<file path="config.mk">
export PLATFORM = sky130hd
export DESIGN_NAME = dmm_ctrl
export DESIGN_NICKNAME = d
export VERILOG_FILES = /design/src/rtl/dmm_pkg.sv /design/src/rtl/dmm_ctrl.sv
export SDC_FILE = /design/constraint.sdc
export NUM_CORES = 1
export LEC_CHECK = 0
export ABC_AREA = 1
export BUFFER_PORTS_ARGS = -buffer_cell sky130_fd_sc_hd__buf_2
export CORE_AREA = 8 8 45 47
export DETAILED_ROUTE_END_ITERATION = 10
export DIE_AREA = 0 0 53 55
export PLACE_DENSITY_LB_ADDON = 0.05
export SLEW_MARGIN = 10
export SYNTH_ARGS = -nofsm -noshare
export SYNTH_HDL_FRONTEND = slang
export SYNTH_SLANG_ARGS = --single-unit
</file>
<file path="constraint.sdc">
create_clock -name clk -period 1.23 [get_ports clk]
set_input_delay 0.369 -clock clk [delete_from_list [all_inputs] [get_ports clk]]
set_output_delay 0.369 -clock clk [all_outputs]
set_load 0.01 [all_outputs]
</file>
<file path="src/rtl/dmm_pkg.sv">
// Package for the deletable max multiset block.
// Shared types, operation/status codes and constants. No dependencies.
package dmm_pkg;

  localparam int VAL_W   = 31;
  localparam int COUNT_W = 11;

  // Reported as the maximum when the store is empty (-0x3f3f3f3f)
  localparam logic signed [VAL_W-1:0] EMPTY_MARK = -31'sd1061109567;

  // Operation codes carried in func
  localparam logic FUNC_REMOVE = 1'b0;
  localparam logic FUNC_INSERT = 1'b1;

  // Result status codes
  typedef enum logic [1:0] {
    ST_DONE   = 2'd0,
    ST_ABSENT = 2'd1,
    ST_FULL   = 2'd2
  } status_t;

  // Controller to datapath
  typedef struct packed {
    logic load;     // capture the input beat, clear scan state
    logic insert;   // append the value and update the top two
    logic scan;     // issue one memory read for the search pass
    logic finish;   // commit a remove
    logic respond;  // load the result register
  } dmm_cmd_t;

  // Datapath to controller
  typedef struct packed {
    logic in_insert;  // incoming beat is an insert
    logic empty;      // store holds nothing
    logic scan_last;  // the read issued now is the last held entry
  } dmm_sts_t;

endpackage

</file>
<file path="src/rtl/dmm_ctrl.sv">
// Controller for the deletable max multiset block.
// Sequences insert, search pass and result beat; depends on dmm_pkg.
module dmm_ctrl
  import dmm_pkg::*;
(
  input  logic     clk,
  input  logic     rst_n,
  input  logic     in_valid,
  output logic     in_ready,
  output logic     out_valid,
  input  logic     out_ready,
  output dmm_cmd_t cmd,
  input  dmm_sts_t sts
);

  typedef enum logic [2:0] {
    S_IDLE,
    S_INS,
    S_SCAN,
    S_DRAIN,
    S_FIN,
    S_RESP
  } state_t;

  state_t state_r, state_nxt;
  logic   out_valid_r, out_valid_nxt;
  logic   in_fire, out_free;

  assign in_ready  = (state_r == S_IDLE);
  assign in_fire   = in_ready && in_valid;
  assign out_free  = !out_valid_r || out_ready;
  assign out_valid = out_valid_r;

  // Commands follow the state
  always_comb begin
    cmd         = '0;
    cmd.load    = in_fire;
    cmd.insert  = (state_r == S_INS);
    cmd.scan    = (state_r == S_SCAN);
    cmd.finish  = (state_r == S_FIN);
    cmd.respond = (state_r == S_RESP) && out_free;
  end

  // Next state and result valid
  always_comb begin
    state_nxt     = state_r;
    out_valid_nxt = out_valid_r && !out_ready;
    unique case (state_r)
      S_IDLE: begin
        if (in_fire) begin
          if (sts.in_insert)  state_nxt = S_INS;
          else if (sts.empty) state_nxt = S_FIN;
          else                state_nxt = S_SCAN;
        end
      end
      S_INS:   state_nxt = S_RESP;
      S_SCAN: begin
        if (sts.scan_last) state_nxt = S_DRAIN;
      end
      S_DRAIN: state_nxt = S_FIN;
      S_FIN:   state_nxt = S_RESP;
      S_RESP: begin
        if (out_free) begin
          out_valid_nxt = 1'b1;
          state_nxt     = S_IDLE;
        end
      end
      default: state_nxt = S_IDLE;
    endcase
  end

  always_ff @(posedge clk) begin
    if (!rst_n) begin
      state_r     <= S_IDLE;
      out_valid_r <= 1'b0;
    end else begin
      state_r     <= state_nxt;
      out_valid_r <= out_valid_nxt;
    end
  end

endmodule

</file>
==> out/qor.yml <==
place:
  hpwl_um: 723
  gp_congestion: 0.742
  io_buffers: 13
  pre_cts_ws_ns: -0.0505
setup_path:
  regToRegEndpoint: "state_r[1]"
  crit_start: "state_r[1]"
  path_class: "reg -> out"
  ff2ff_setup_slack_ns: 0.06
  cp.arrival_ns: 1.04
  cp-start-kind: "register"
  cp-end-kind: "output port"
  reg2reg_depth: 7
  worstPathMaxFanout: 6
  crit_end: "cmd[4]"
  required_ns: 0.86
  worstReg2RegStart: "state_r[2]"
sta:
  timing.hold.ws_ns: 0.417
  max-slew-margin-rel: 0.828
  rsz0062_at_grt: "true"
  fin_setup_tns_ns: -0.835
  final.setup.worst_slack_ns: -0.174
  period_share: 1.14
  min_period_ns: 1.40
  worst_pin_slew_ns: 0.255
  finalSetupViolations: 6
  finalMaxSlewViolations: 0
  fin_skew_ns: 0.00426
  max_freq_mhz: 712
  hold_violations: 0
yosys:
  synth_cells: 45
  syn_avg_cell_area_um2: 6.59
  synth_seq_cells: 4
  yosys_warnings: 0
  ys_types: 18
  netlist_area_um2: 297
  yosysSeqAreaShare: 0.270
  synthesis.nets: 52
global_routing:
  track_usage: 0.0737
  grt_pass1_wl_um: 1550
  gr-total-overflow: 0
  grt_max_degree: 7
  grt_pass1_vias: 381
  antenna_found_initial: 0
pwr:
  switching_share: 0.371
  internal_power_mw: 0.536
  ir_drop_uv: 518
  power_frac_comb: 0.558
  power.share.clock: 0.198
  p_switching_mw: 0.316
  power.leakage_nw: 0.285
  power_density_mw_per_mm2: 1510
  pwr-share-seq: 0.244
clocking:
  cts_tree: "done"
  cts_root_buf: "clkbuf_4"
  clk_pin_slew_ns: 0.04
  clock_latency_ns: 0.24
  clock_sinks: 4
  cts_hold_buf: 0
  cts.htree.levels: 1
  cts_buffers: 3
  clockBufferDepth: 2
floorplan:
  die_area_mm2: 0.00292
  boundaryPins: 14
  start_util: 0.214
  rows: 14
  core_region_area_mm2: 0.00138
  die_y_um: 55
  die_w_um: 53
worst_hold_path:
  hp-start: "rst_n"
  hold_path_depth: 3
  hold_path.class: "in -> reg"
routing:
  drcViolationCount: 0
  drt-total-wl_um: 968
  dr.first_iter.drc_count: 2
  post_drt_wl_per_cell_um: 10.8
  ant_nets: 0
  drt-pass1-iter-count: 4
  vias: 387
  drt-vias-per-instance: 4.30
final_layout:
  layout_commonest_cell: "buf_4"
  final_core_util: 0.409
  synthToLayoutAreaGrowth_pct: 90.7
  diodes: 0
  final_nets: 83
  layout_common_cells: "buf_4 (13), buf_2 (12), inv_1 (6)"
  drive_gt1_frac: 0.676
flow_run:
  max-cap-violations: 0
run_status:
  violations: "negative setup slack"
  status: "finished with violations"
[power groups by stage]
stage | sequential (mW) | combinational (mW) | clock, mW
floorplan | 0.181 | 0.199 | 0
global placement | 0.193 | 0.345 | 0
detailed placement | 0.191 | 0.339 | 0
CTS | 0.209 | 0.439 | 0.177
global route | 0.214 | 0.519 | 0.176
finish | 0.208 | 0.475 | 0.169
[Yosys cell counts]
| master | instances | share of area |
|---|---|---|
| nor2_1 | 5 | 0.063 |
| a21boi_0 | 1 | 0.025 |
| nor2_2 | 3 | 0.063 |
| nand3_1 | 5 | 0.084 |
| buf_4 | 1 | 0.025 |
| dfxtp_1 | 4 | 0.27 |
| nor2_4 | 1 | 0.038 |
| nand2_2 | 1 | 0.021 |
| o21ai_0 | 3 | 0.051 |
| nor3b_1 | 1 | 0.025 |
| buf_6 | 1 | 0.038 |
| a21oi_2 | 2 | 0.059 |
| nand2_1 | 5 | 0.063 |
| nand4_1 | 1 | 0.021 |
| inv_2 | 1 | 0.013 |
| nor3_1 | 2 | 0.034 |
| a21oi_1 | 1 | 0.017 |
| inv_1 | 7 | 0.089 |
[per-stage QoR]
| step | total power [mW] | instance area [um^2] | cells |
|---|---|---|---|
| 4_1_cts | 0.825 | 539 | 90 |
| 6_report | 0.852 | 566 | 90 |
| 3_3_place_gp | 0.538 | 430 | 81 |
| 2_1_floorplan | 0.380 | 297 | 45 |
| 3_5_place_dp | 0.530 | 430 | 81 |
| 5_1_grt | 0.909 | 566 | 90 |
[sequential cells by signal, summed over array words and instances, names as in the netlist]
register / flops
state_r: 3
out_valid: 1
[cell type report]
class	instances	area, um^2
clock buffers	3	22.5
fillers	146	818
inverters	8	32.5
multi-input cells	31	208
flip-flops and latches	4	91.3
well taps	16	20.0
repair buffers	28	191
[worst min path at each step]
stage          slack [ns]    endpoint
3_5_place_dp         0.62   out_valid
4_1_cts              0.42  state_r[1]
5_1_grt              0.43  state_r[0]
6_report             0.42  state_r[0]
3_3_place_gp         0.60   out_valid
2_1_floorplan        0.51  state_r[1]
[repair_timing]
| item | CTS | global route |
|---|---|---|
| gates resized for setup | 14 | 6 |
| endpoints found under the setup margin | 8 | 9 |
| pin swaps | 5 | 4 |
| buffers inserted | 6 | 0 |
| gates cloned | 0 | 0 |
[layer usage]
metal | vias to the layer above | routed length (um) | track usage
li1 | 201 | - | -
met1 | 174 | 398 | 0.0682
met5 | - | 0 | 0
met3 | 2 | 39 | 0.0294
met4 | 0 | 19 | 0.0647
met2 | 10 | 512 | 0.125
[worst max-delay path, cell delays in order (launching register included)]
cell	delay (ns)
dfxtp_4	0.37
buf_6	0.13
nor3_2	0.16
buf_2	0.15
[kinds of logic (layout without fill, tap and decap cells)]
logic type	after synthesis	after routing	share of synthesized area
and+or+nand+nor	24	24	0.414
buffers and inverters	10	39	0.165
DFF	4	4	0.270
AOI/OAI and AO/OA	7	7	0.152
No activity file was read; power rests on OpenSTA's default activity.
